## src/assert_macros.svh

```systemverilog
// ---------------------------------------------------------------------------
// assert_macros.svh
// Assertion macros used by the RTL; define ASSERT_OFF to compile them out.
// ---------------------------------------------------------------------------
`ifndef ASSERT_MACROS_SVH
`define ASSERT_MACROS_SVH

`ifndef ASSERT_OFF

// Consequent must hold in the same cycle as the antecedent
`define ASSERT_IMPLY(name, clk, rst_n, ante, cons) \
    name: assert property (@(posedge clk) disable iff (!rst_n) (ante) |-> (cons)) \
        else $error("implication check failed");

// Expression must never be true
`define ASSERT_NEVER(name, clk, rst_n, expr) \
    name: assert property (@(posedge clk) disable iff (!rst_n) !(expr)) \
        else $error("forbidden condition seen");

// Consequent must hold after the antecedent, as a delayed check
`define ASSERT_AFTER3(name, clk, rst_n, ante, cons) \
    name: assert property (@(posedge clk) disable iff (!rst_n) (ante) |-> ##3 (cons)) \
        else $error("delayed response check failed");

`else

`define ASSERT_IMPLY(name, clk, rst_n, ante, cons)
`define ASSERT_NEVER(name, clk, rst_n, expr)
`define ASSERT_AFTER3(name, clk, rst_n, ante, cons)

`endif

`endif

```

## src/dtfs_pkg.sv

```systemverilog
// ---------------------------------------------------------------------------
// dtfs_pkg
// Shared constants, codes and elaboration-time helpers of the flow splat.
// ---------------------------------------------------------------------------
package dtfs_pkg;

    // Default geometry
    localparam int MAX_MAP_WIDTH_DEF  = 64;
    localparam int MAX_MAP_HEIGHT_DEF = 64;
    localparam int CELL_SIZE_DEF      = 4;
    localparam int SPLAT_RADIUS_DEF   = 1;

    // Operation codes
    localparam logic [1:0] OP_CLEAR = 2'd0;
    localparam logic [1:0] OP_ACCUM = 2'd1;
    localparam logic [1:0] OP_READ  = 2'd2;

    // Register indexes
    localparam logic [1:0] CFG_PREF_DIR   = 2'd0;
    localparam logic [1:0] CFG_MAP_WIDTH  = 2'd1;
    localparam logic [1:0] CFG_MAP_HEIGHT = 2'd2;

    // Angles in 1/64 degree
    localparam int FULL_TURN   = 23040;
    localparam int FIFTEEN_DEG = 960;
    localparam int THIRTY_DEG  = 1920;

    // Tuning is floor(M / 75); M times RECIP_75 >> RECIP_SHIFT is exact for M < 2^22
    localparam int RECIP_SHIFT = 30;
    localparam int RECIP_75    = 14316558;
    localparam int TUNE_BIAS   = 37;

    // Reset values of the registers
    localparam logic [14:0] PREF_DIR_RST   = 15'd0;
    localparam logic [6:0]  MAP_WIDTH_RST  = 7'd64;
    localparam logic [6:0]  MAP_HEIGHT_RST = 7'd64;

    // Integer square root, used only on constants at elaboration
    function automatic longint unsigned isqrt64(input longint unsigned value);
        longint unsigned rem;
        longint unsigned root;
        longint unsigned probe;
        rem   = value;
        root  = 64'd0;
        probe = 64'd1 << 62;
        while (probe > rem)
            probe = probe >> 2;
        while (probe != 64'd0)
        begin
            if (rem >= root + probe)
            begin
                rem  = rem - (root + probe);
                root = (root >> 1) + probe;
            end
            else
            begin
                root = root >> 1;
            end
            probe = probe >> 2;
        end
        return root;
    endfunction

endpackage

```

## src/dtfs_tune.sv

```systemverilog
// ---------------------------------------------------------------------------
// dtfs_tune
// Five-stage pipeline: angle wrap, circular difference, tuning numerator,
// reciprocal divide, and scaling of the strength by the Q1.15 tuning.
// flow_angle is sampled with in_valid; flow_value must stay stable until
// out_valid.
// ---------------------------------------------------------------------------
module dtfs_tune
(
    input  logic               clk,
    input  logic               rst_n,
    input  logic               in_valid,
    input  logic signed [15:0] flow_angle,
    input  logic signed [15:0] flow_value,
    input  logic        [14:0] preferred_direction,
    output logic               out_valid,
    output logic signed [31:0] scaled
);

    localparam logic signed [17:0] TURN_S   = 18'(dtfs_pkg::FULL_TURN);
    localparam logic        [14:0] TURN_U   = 15'(dtfs_pkg::FULL_TURN);
    localparam logic        [14:0] DEG15    = 15'(dtfs_pkg::FIFTEEN_DEG);
    localparam logic        [14:0] DEG30    = 15'(dtfs_pkg::THIRTY_DEG);
    localparam logic        [14:0] NEAR_DEN = 15'(5 * dtfs_pkg::FIFTEEN_DEG);
    localparam logic        [23:0] RECIP    = 24'(dtfs_pkg::RECIP_75);
    localparam logic        [21:0] BIAS     = 22'(dtfs_pkg::TUNE_BIAS);

    logic [4:0] vld_reg, vld_next;

    logic        [14:0] ang_reg, ang_next;
    logic        [14:0] pref_reg, pref_next;
    logic        [13:0] diff_reg, diff_next;
    logic        [21:0] num_reg, num_next;
    logic        [15:0] tune_reg, tune_next;
    logic signed [31:0] scaled_reg, scaled_next;

    logic signed [17:0] ang_ext;
    logic signed [17:0] ang_wrap;
    logic        [14:0] d1;
    logic        [14:0] d2;
    logic        [14:0] dmin;
    logic        [45:0] recip_prod;
    logic signed [32:0] scale_prod;

    // Wrap both angles into one turn
    assign ang_ext = {{2{flow_angle[15]}}, flow_angle};

    always_comb
    begin
        if (ang_ext < -TURN_S)
            ang_wrap = ang_ext + (TURN_S <<< 1);
        else if (ang_ext < 18'sd0)
            ang_wrap = ang_ext + TURN_S;
        else if (ang_ext >= TURN_S)
            ang_wrap = ang_ext - TURN_S;
        else
            ang_wrap = ang_ext;
    end

    assign ang_next  = ang_wrap[14:0];
    assign pref_next = (preferred_direction >= TURN_U) ? preferred_direction - TURN_U
                                                       : preferred_direction;

    // Circular difference, 0 to half a turn
    assign d1        = (ang_reg >= pref_reg) ? ang_reg - pref_reg : pref_reg - ang_reg;
    assign d2        = TURN_U - d1;
    assign dmin      = (d1 > d2) ? d2 : d1;
    assign diff_next = dmin[13:0];

    // Numerator of the tuning, already divided by the power-of-two part
    always_comb
    begin
        if ({1'b0, diff_reg} < DEG15)
            num_next = (22'(NEAR_DEN - {1'b0, diff_reg}) << 9) + BIAS;
        else if ({1'b0, diff_reg} < DEG30)
            num_next = (22'(DEG30 - {1'b0, diff_reg}) << 11) + BIAS;
        else
            num_next = 22'd0;
    end

    // Divide by 75 through the reciprocal
    assign recip_prod = 46'(num_reg) * 46'(RECIP);
    assign tune_next  = recip_prod[dtfs_pkg::RECIP_SHIFT +: 16];

    // Scale the strength
    assign scale_prod  = $signed({1'b0, tune_reg}) * flow_value;
    assign scaled_next = scale_prod[31:0];

    assign vld_next = {vld_reg[3:0], in_valid};

    // Advance the valid chain
    always_ff @(posedge clk or negedge rst_n)
    begin
        if (!rst_n)
            vld_reg <= '0;
        else
            vld_reg <= vld_next;
    end

    // Pipeline payload
    always_ff @(posedge clk)
    begin
        ang_reg    <= ang_next;
        pref_reg   <= pref_next;
        diff_reg   <= diff_next;
        num_reg    <= num_next;
        tune_reg   <= tune_next;
        scaled_reg <= scaled_next;
    end

    assign out_valid = vld_reg[4];
    assign scaled    = scaled_reg;

endmodule

```

## config.mk

```make
export PLATFORM = sky130hd
export DESIGN_NAME = dtfs_tune
export DESIGN_NICKNAME = d
export VERILOG_FILES = /design/src/assert_macros.svh /design/src/dtfs_pkg.sv /design/src/dtfs_tune.sv
export SDC_FILE = /design/constraint.sdc
export NUM_CORES = 1
export LEC_CHECK = 0
export BUFFER_PORTS_ARGS = -buffer_cell sky130_fd_sc_hd__buf_2
export CORE_MARGIN = 3
export CORE_UTILIZATION = 50
export DETAILED_ROUTE_END_ITERATION = 8
export HOLD_SLACK_MARGIN = 0.06
export PLACE_DENSITY = 0.67
export SKIP_CTS_REPAIR_TIMING = 1
export SYNTH_ARGS = -nofsm -noshare
export SYNTH_HDL_FRONTEND = slang
export SYNTH_SLANG_ARGS = --single-unit
```

## constraint.sdc

```tcl
create_clock -name clk -period 12.95 [get_ports clk]
set_clock_uncertainty 0.15 [all_clocks]
set_input_delay 1.295 -clock clk [delete_from_list [all_inputs] [get_ports clk]]
set_output_delay 1.295 -clock clk [all_outputs]
set_load 0.005 [all_outputs]
```

==> results of run 1 <==
==> critical path: cells and delay by family <==
family / cells / cell delay, ns
simple gates: 3 / 0.89
compound gates: 7 / 1.81
xor+xnor: 1 / 0.13
buf+inv: 5 / 0.38
fa+ha+maj: 7 / 3.33
==> metrics by stage <==
| step | hold WS [ns] | util | setup WS (ns) |
|---|---|---|---|
| after floorplan | 0.181 | - | 5.48 |
| after global placement | 0.185 | 0.534 | 5.01 |
| after detailed placement | 0.186 | 0.534 | 4.87 |
| after CTS | 0.205 | 0.542 | 5.27 |
| after global routing | 0.214 | 0.542 | 5.05 |
| final | 0.204 | 0.542 | 5.28 |
==> worst min-delay path by stage <==
stage	from	end	slack, ns	depth (start not counted)
3_5_place_dp	vld_reg[1]$_DFF_PN0_	vld_reg[2]$_DFF_PN0_	0.19	0
6_report	vld_reg[1]$_DFF_PN0_	vld_reg[2]$_DFF_PN0_	0.20	0
5_1_grt	vld_reg[1]$_DFF_PN0_	vld_reg[2]$_DFF_PN0_	0.21	0
4_1_cts	vld_reg[1]$_DFF_PN0_	vld_reg[2]$_DFF_PN0_	0.21	0
2_1_floorplan	vld_reg[0]$_DFF_PN0_	vld_reg[1]$_DFF_PN0_	0.18	0
3_3_place_gp	vld_reg[3]$_DFF_PN0_	vld_reg[4]$_DFF_PN0_	0.19	0
==> cell usage after synthesis (6+ instances only) <==
master,instances,area share
and2_1,129,0.041
inv_1,438,0.084
fa_1,293,0.30
xnor2_1,55,0.025
a21oi_1,66,0.017
xor2_1,25,0.011
or3_1,10,0.0032
ha_1,343,0.22
nand4_1,10,0.0032
and3_1,9,0.0029
o211ai_1,9,0.0035
or2_2,8,0.0026
o21ai_0,50,0.013
nand2b_1,18,0.0058
a21o_1,18,0.0069
o21a_1,13,0.0050
nor3_1,22,0.0056
dfxtp_1,106,0.11
clkbuf_1,39,0.0075
nor2b_1,15,0.0048
nand2_1,166,0.032
nand3_1,11,0.0028
mux2i_1,6,0.0031
nor2_1,64,0.012
o22ai_1,7,0.0022
nor4_1,6,0.0019
==> layout make-up <==
| class | instances | area (um^2) |
|---|---|---|
| Sequential cell | 111 | 2250 |
| Clock inverter | 6 | 65.1 |
| Inverter | 438 | 1640 |
| Timing Repair Buffer | 83 | 418 |
| Multi-Input combinational cell | 1468 | 15400 |
| Fill cell | 3416 | 17400 |
| Tap cell | 511 | 639 |
| Clock buffer | 10 | 239 |
==> metal layers <==
metal	wire length, um	global-route usage	vias to the layer above	part of all wire
met5	0	0	-	0
met4	848	0.0565	0	0.021
met3	1340	0.0243	62	0.033
met2	20900	0.388	269	0.51
met1	17800	0.259	6783	0.44
li1	-	-	6635	-
==> kinds of logic (layout without fill, tap and decap cells) <==
group / after synthesis / in the layout / synth area share
flops: 111 / 111 / 0.115
buf+inv: 487 / 537 / 0.0965
fa+ha+maj: 636 / 636 / 0.520
simple gates: 495 / 495 / 0.132
xor+xnor: 81 / 81 / 0.0367
compound gates: 240 / 240 / 0.0897
mux: 16 / 16 / 0.00992
==> results.sh, run 1 <==
export IMPL_status="complete, no violations"
export IMPL_crit_slowest_cell="fa_1"
export IMPL_crit_path_start="flow_value[6]"
export IMPL_yosys_most_used_dff="dfxtp_1"
export IMPL_clock_latency_ns=0.38
export IMPL_die_w_um=204
export IMPL_worst_endpoint_arrival_ns=7.84
export IMPL_grt_overflow_total=0
export IMPL_largest_reg_flops=32
export IMPL_die_height_um=204
export IMPL_endpoint="scaled[30]$_DFF_P_"
export IMPL_clk_path_buf_depth=2
export IMPL_path_class="input pin to flip-flop"
export IMPL_grt_pass1_vias=15100
export IMPL_yosys_warnings=0
export IMPL_clockRootBuffer="clkbuf_16"
export IMPL_fin_crit_sh=0.593
export IMPL_relSlewSlack=0.314
export IMPL_viasPerCell=5.23
export IMPL_tns_ns=0
export IMPL_diodes=0
export IMPL_grt_max_degree=22
export IMPL_timing_fmax_mhz=130
export IMPL_gp_congestion=0.911
export IMPL_synthesis_area_um2=19500
export IMPL_io_buffers=82
export IMPL_cts_made_buffers=9
export IMPL_post_drt_wl_per_cell_um=15.6
export IMPL_setup_viol=0
export IMPL_fin_cells=2627
export IMPL_detail_route_antenna_nets=0
export IMPL_cts_sinks=111
export IMPL_ioPinCount=83
export IMPL_tritoncts="done"
export IMPL_async_flop_share=0.0450
export IMPL_critPathRequiredTime_ns=13.12
export IMPL_slowest_delay_ns=0.55
export IMPL_dpl_cell_area_um2=20400
export IMPL_layout_drive_gt1_share=0.0780
export IMPL_fin_nets=2797
export IMPL_clkTransAtPathRegs_ns=0.08
export IMPL_tightest_slew_ns=1.00
export IMPL_start_util=0.513
export IMPL_synth_edff_count=0
export IMPL_layout_common_cells="inv_1, ha_1, fa_1, nand2_1, and2_1"
export IMPL_first_pass_iters=5
export IMPL_report_final_slew_viol_count=0
export IMPL_area_growth_pct=5.72
export IMPL_coreArea_um2=38100
export IMPL_worst_setup_path_end_kind="flip-flop"
export IMPL_grtUsageTotal=0.210
export IMPL_crit_chain="buf_2 > and2_1 > fa_1 > inv_1 > fa_1 > fa_1 > inv_1 > fa_1 > fa_1 > inv_1 > fa_1 > inv_1 > ha_1 > or3_1 > or3_1 > o2111a_1 > o21ai_0 > a21oi_1 > a41o_1 > o41ai_1 > o21bai_1 > a21oi_1 > xnor2_1"
export IMPL_worstReg2RegEnd="scaled[30]$_DFF_P_"
export IMPL_antenna_found_initial=0
export IMPL_ff2ff_path_depth=21
export IMPL_start_kind="input pin"
export IMPL_hp_class="flip-flop to flip-flop"
export IMPL_placedCellCount=2611
export IMPL_htree_levels=3
export IMPL_remaining_drc_errors=0
export IMPL_rsz0062_at_grt="no"
export IMPL_ys_ff_latch=111
export IMPL_hpwl_mm=34.7
export IMPL_avgSynthCellArea_um2=9.46
export IMPL_hold_viol_final=0
export IMPL_final_area_um2=20700
export IMPL_crit_top_cell="fa_1"
export IMPL_cap_viol_max_count=0
export IMPL_vias=13700
export IMPL_drt_iter0_markers=667
export IMPL_reg2reg_slack_ns=5.65
export IMPL_crit_reg2reg_launch="tune_reg[9]$_DFF_P_"
export IMPL_ys_seq_area_frac=0.115
export IMPL_grt_pass1_wl_mm=71.6
export IMPL_num_rows=71
export IMPL_synth_net_count=2752
export IMPL_final_common_cell="inv_1"
export IMPL_synth_cell_types=100
export IMPL_synth_cells=2066
export IMPL_routed_wl_mm=41.0
export IMPL_period_minus_slack_ns=7.67
export IMPL_cp_max_fo=16
export IMPL_die_area_um2=41500
Power of run 1 is not shown: default switching activity piles up to over one toggle a cycle in this logic, so the estimate is an artifact.
==> run 2: changes to the inputs <==
==> constraint.sdc (replaced) <==
create_clock -name clk -period 7.24 [get_ports clk]
set_clock_uncertainty 0.15 [all_clocks]
set_input_delay 0.724 -clock clk [delete_from_list [all_inputs] [get_ports clk]]
set_output_delay 0.724 -clock clk [all_outputs]
set_load 0.005 [all_outputs]
==> results.sh, run 2 (synthesized netlist as in run 1, its figures left out) <==
export IMPL_rsz0062_at_grt="no"
export IMPL_nFillCells=3432
export IMPL_post_drt_wl_per_cell_um=15.9
export IMPL_coreArea_um2=38100
export IMPL_clkTransAtPathRegs_ns=0.09
export IMPL_final_common_cell="inv_1"
export IMPL_hold_viol_final=0
export IMPL_diodes=0
export IMPL_antenna_found_initial=1
export IMPL_timing_fmax_mhz=145
export IMPL_worst_setup_path_end_kind="flip-flop"
export IMPL_path_class="flip-flop to flip-flop"
export IMPL_period_minus_slack_ns=6.89
export IMPL_io_buffers=82
export IMPL_grtUsageTotal=0.216
export IMPL_worst_endpoint_arrival_ns=7.05
export IMPL_grt_max_degree=23
export IMPL_routed_wl_mm=42.4
export IMPL_die_height_um=204
export IMPL_gp_congestion=0.914
export IMPL_remaining_drc_errors=0
export IMPL_start_kind="flip-flop"
export IMPL_multi_input_area_um2=15400
export IMPL_viasPerCell=5.29
export IMPL_cts_sinks=111
export IMPL_hp_class="flip-flop to flip-flop"
export IMPL_fin_crit_sh=0.951
export IMPL_regArea_um2=2250
export IMPL_clk_path_buf_depth=2
export IMPL_detail_route_antenna_nets=0
export IMPL_ff2ff_path_depth=23
export IMPL_drt_iter0_markers=609
export IMPL_critPathRequiredTime_ns=7.40
export IMPL_cap_viol_max_count=0
export IMPL_crit_path_start="tune_reg[1]$_DFF_P_"
export IMPL_hpwl_mm=36.4
export IMPL_vias=14100
export IMPL_die_area_um2=41500
export IMPL_die_w_um=204
export IMPL_cp_max_fo=11
export IMPL_layout_common_cells="inv_1, ha_1, fa_1, nand2_1, and2_1"
export IMPL_grt_pass1_wl_mm=73.0
export IMPL_layout_drive_gt1_share=0.0966
export IMPL_first_pass_iters=5
export IMPL_clockRootBuffer="clkbuf_16"
export IMPL_cts_made_buffers=9
export IMPL_worstReg2RegEnd="scaled[29]$_DFF_P_"
export IMPL_area_growth_pct=7.29
export IMPL_crit_reg2reg_launch="tune_reg[1]$_DFF_P_"
export IMPL_status="complete, no violations"
export IMPL_start_util=0.513
export IMPL_ioPinCount=83
export IMPL_endpoint="scaled[29]$_DFF_P_"
export IMPL_tritoncts="done"
export IMPL_clock_latency_ns=0.39
export IMPL_whs_ns=0.210
export IMPL_tightest_slew_ns=0.947
export IMPL_grt_overflow_total=0
export IMPL_report_final_slew_viol_count=0
export IMPL_num_rows=71
export IMPL_reg2reg_slack_ns=0.35
export IMPL_grt_pass1_vias=15000
export IMPL_largest_reg_flops=32
export IMPL_fin_nets=2835
export IMPL_htree_levels=3
export IMPL_setup_viol=0
export IMPL_relSlewSlack=0.352
## run 2: cell types whose count changed in the layout (fill, tap and decap cells not counted), sizes merged
cell / previous run / this run
buf: 83 / 120
clkbuf: 10 / 9
clkinv: 0 / 3
dlygate4sd3: 0 / 1
inv: 444 / 442
## run 2: worst min-delay path by stage
stage | end | slack (ns) | start | depth (start not counted)
after floorplan | vld_reg[1]$_DFF_PN0_ | 0.18 | vld_reg[0]$_DFF_PN0_ | 0
after global placement | vld_reg[2]$_DFF_PN0_ | 0.19 | vld_reg[1]$_DFF_PN0_ | 0
after detailed placement | vld_reg[3]$_DFF_PN0_ | 0.19 | vld_reg[2]$_DFF_PN0_ | 0
after CTS | vld_reg[0]$_DFF_PN0_ | -0.03 | rst_n | 1
after global routing | vld_reg[4]$_DFF_PN0_ | 0.22 | vld_reg[3]$_DFF_PN0_ | 0
final | vld_reg[3]$_DFF_PN0_ | 0.21 | vld_reg[2]$_DFF_PN0_ | 0
## run 2: final cells by class
type                            count  share of cell area
Timing Repair Buffer              121              0.0337
Inverter                          438              0.0784
Clock inverter                      7             0.00406
Multi-Input combinational cell   1468               0.735
Clock buffer                        9              0.0107
Tap cell                          511              0.0305
Sequential cell                   111               0.107
## run 2: through the flow
step	worst slack [ns]	instances	instance area [um^2]	util	TNS (ns)
4_1_cts	0.0894	2664	20900	0.550	0
2_1_floorplan	0.339	2066	19500	-	0
3_5_place_dp	-0.248	2648	20600	0.541	-0.398
6_report	0.353	2665	21000	0.550	0
5_1_grt	0.0154	2665	21000	0.550	0
3_3_place_gp	-0.105	2648	20600	0.541	-0.105
## run 2: worst max-delay path, stage by stage, from the launching register on
cell and delay (ns):
dfxtp_1 0.63, buf_4 0.23, nand2_1 0.07, fa_1 0.39, inv_1 0.09, fa_1 0.42, ha_1 0.24, fa_1 0.54
inv_1 0.05, fa_1 0.46, fa_1 0.54, inv_1 0.04, ha_1 0.33, o21a_1 0.20, o21ai_0 0.35, o21bai_1 0.20
a211oi_1 0.50, o211ai_1 0.29, nand3_1 0.24, a31oi_1 0.19, o21a_1 0.22, o21ai_0 0.21, a21oi_1 0.10, a31oi_1 0.15
## run 2: metal layers
metal / global-route usage / wire length (um) / vias up / share of wire
li1: - / - / 6704 / -
met3: 0.0330 / 1960 / 71 / 0.046
met2: 0.385 / 21000 / 333 / 0.50
met1: 0.275 / 18500 / 6978 / 0.44
met5: 0 / 18 / - / 0.00042
met4: 0.0541 / 829 / 2 / 0.020
Power of run 2 is left out for the same reason.
==> run 3: changes to the inputs <==
--- a/config.mk
+++ b/config.mk
@@ -5,6 +5,7 @@
 export SDC_FILE = /design/constraint.sdc
 export NUM_CORES = 1
 export LEC_CHECK = 0
+export ABC_AREA = 1
 export BUFFER_PORTS_ARGS = -buffer_cell sky130_fd_sc_hd__buf_2
 export CORE_MARGIN = 3
 export CORE_UTILIZATION = 50
==> results.sh, run 3 <==
export IMPL_nFillCells=3836
export IMPL_endpoint="scaled[24]$_DFF_P_"
export IMPL_largest_reg_flops=32
export IMPL_remaining_drc_errors=0
export IMPL_crit_slowest_cell="dfxtp_1"
export IMPL_cts_sinks=111
export IMPL_tightest_slew_ns=0.948
export IMPL_reg2reg_slack_ns=0.77
export IMPL_worst_endpoint_arrival_ns=6.58
export IMPL_antenna_found_initial=1
export IMPL_yosys_most_used_dff="dfxtp_1"
export IMPL_die_height_um=209
export IMPL_first_pass_iters=5
export IMPL_synthTopCellsByCount="inv_1, nand2_1, ha_1"
export IMPL_synth_top_area_cell="fa_1"
export IMPL_htree_levels=3
export IMPL_crit_top_cell="fa_1"
export IMPL_dpl_cell_area_um2=21500
export IMPL_relSlewSlack=0.367
export IMPL_crit_path_start="tune_reg[2]$_DFF_P_"
export IMPL_start_util=0.513
export IMPL_synth_net_count=3329
export IMPL_yosysTopAreaCellShare=0.284
export IMPL_synth_area_leaders="fa_1, ha_1, inv_1, nand2_1, dfxtp_1"
export IMPL_timing_fmax_mhz=155
export IMPL_io_buffers=82
export IMPL_report_final_slew_viol_count=0
export IMPL_grtUsageTotal=0.231
export IMPL_period_minus_slack_ns=6.47
export IMPL_critPathRequiredTime_ns=7.35
export IMPL_ys_ff_latch=111
export IMPL_yosys_warnings=0
export IMPL_drt_iter0_markers=890
export IMPL_viasPerCell=5.10
export IMPL_post_drt_wl_per_cell_um=15.3
export IMPL_layout_common_cells="inv_1, nand2_1, ha_1, fa_1, dfxtp_1"
export IMPL_ff2ff_path_depth=21
export IMPL_async_flop_share=0.0450
export IMPL_hold_viol_final=0
export IMPL_cap_viol_max_count=0
export IMPL_whs_ns=0.200
export IMPL_synthesis_area_um2=20700
export IMPL_vias=16400
export IMPL_gp_congestion=0.925
export IMPL_synth_edff_count=0
export IMPL_worst_setup_path_end_kind="flip-flop"
export IMPL_avgSynthCellArea_um2=7.82
export IMPL_grt_pass1_wl_mm=82.4
export IMPL_hp_class="flip-flop to flip-flop"
export IMPL_slowest_delay_ns=0.94
export IMPL_cp_max_fo=16
export IMPL_ys_seq_area_frac=0.109
export IMPL_path_class="flip-flop to flip-flop"
export IMPL_synth_cells=2643
export IMPL_setup_viol=0
export IMPL_synth_cell_types=49
export IMPL_clkTransAtPathRegs_ns=0.08
export IMPL_start_kind="flip-flop"
export IMPL_grt_max_degree=20
export IMPL_fin_nets=3367
export IMPL_detail_route_antenna_nets=0
export IMPL_grt_overflow_total=0
export IMPL_fin_crit_sh=0.894
export IMPL_worstReg2RegEnd="scaled[24]$_DFF_P_"
export IMPL_crit_chain="nand2_1 > fa_1 > fa_1 > inv_1 > fa_1 > fa_1 > fa_1 > inv_1 > fa_1 > inv_1 > ha_1 > nand2_1 > inv_1 > nand2_1 > nor3_1 > a21oi_1 > o21ai_0 > nand3_1 > nand2_1 > a21oi_1 > xnor2_1"
export IMPL_clockRootBuffer="clkbuf_16"
export IMPL_final_util=0.542
export IMPL_routed_wl_mm=49.2
export IMPL_crit_reg2reg_launch="tune_reg[2]$_DFF_P_"
export IMPL_clock_latency_ns=0.37
export IMPL_hpwl_mm=42.0
export IMPL_tritoncts="done"
export IMPL_num_rows=73
export IMPL_yosysMostFrequentCell="inv_1"
export IMPL_cts_made_buffers=9
export IMPL_clk_path_buf_depth=2
export IMPL_ioPinCount=83
export IMPL_coreArea_um2=40300
export IMPL_final_area_um2=21800
export IMPL_grt_pass1_vias=17000
export IMPL_tns_ns=0
export IMPL_die_w_um=209
export IMPL_status="complete, no violations"
export IMPL_area_growth_pct=5.49
export IMPL_rsz0062_at_grt="no"
export IMPL_layout_drive_gt1_share=0.0574
export IMPL_final_common_cell="inv_1"
export IMPL_die_area_um2=43800
[run 3: worst min path at each step]
stage,start,endpoint,depth (start not counted)
floorplan,vld_reg[0]$_DFF_PN0_,vld_reg[1]$_DFF_PN0_,0
global placement,vld_reg[3]$_DFF_PN0_,vld_reg[4]$_DFF_PN0_,0
detailed placement,vld_reg[3]$_DFF_PN0_,vld_reg[4]$_DFF_PN0_,0
CTS,rst_n,vld_reg[0]$_DFF_PN0_,1
global route,vld_reg[3]$_DFF_PN0_,vld_reg[4]$_DFF_PN0_,0
finish,vld_reg[3]$_DFF_PN0_,vld_reg[4]$_DFF_PN0_,0
[run 3: kinds of logic after synthesis]
group | after synthesis | share of synthesized area
flip-flops | 111 | 0.109
AO/OA/AOI/OAI | 188 | 0.0516
adder cells (fa/ha/maj) | 636 | 0.491
buffers and inverters | 765 | 0.140
XOR/XNOR | 84 | 0.0356
AND/OR/NAND/NOR | 859 | 0.173
[run 3: critical path, delay by kind of cell, from the launching register on]
kind	cells	cell delay, ns
compound gates	3	0.55
xor+xnor	1	0.12
fa+ha+maj	7	3.59
buf+inv	4	0.26
flops	1	0.94
simple gates	6	0.75
[run 3: cell type report]
| type | instances | area [um^2] | share of cell area |
|---|---|---|---|
| Multi-Input combinational cell | 1767 | 15500 | 0.712 |
| Inverter | 701 | 2630 | 0.121 |
| Sequential cell | 111 | 2250 | 0.103 |
| Tap cell | 525 | 657 | 0.0301 |
| Timing Repair Buffer | 91 | 480 | 0.0220 |
| Clock buffer | 12 | 246 | 0.0113 |
| Clock inverter | 3 | 21.3 | 0.000975 |
| Antenna cell | 1 | 2.50 | 0.000115 |
[run 3: per-stage QoR]
| step | setup slack (ns) | std cells |
|---|---|---|
| 6_report | 0.769 | 3211 |
| 5_1_grt | 0.430 | 3211 |
| 4_1_cts | 0.772 | 3209 |
| 3_5_place_dp | 0.633 | 3194 |
| 3_3_place_gp | 0.714 | 3194 |
| 2_1_floorplan | 0.866 | 2643 |
[run 3: per-layer routing]
metal  up-vias  track usage  part of all wire  routed length, um
met4         0       0.0575             0.025               1220
li1       8001            -                 -                  -
met3        81       0.0268             0.044               2160
met1      7896        0.300              0.43              21200
met2       388        0.413              0.50              24600
met5         -            0                 0                  0
Power of run 3 is left out for the same reason.
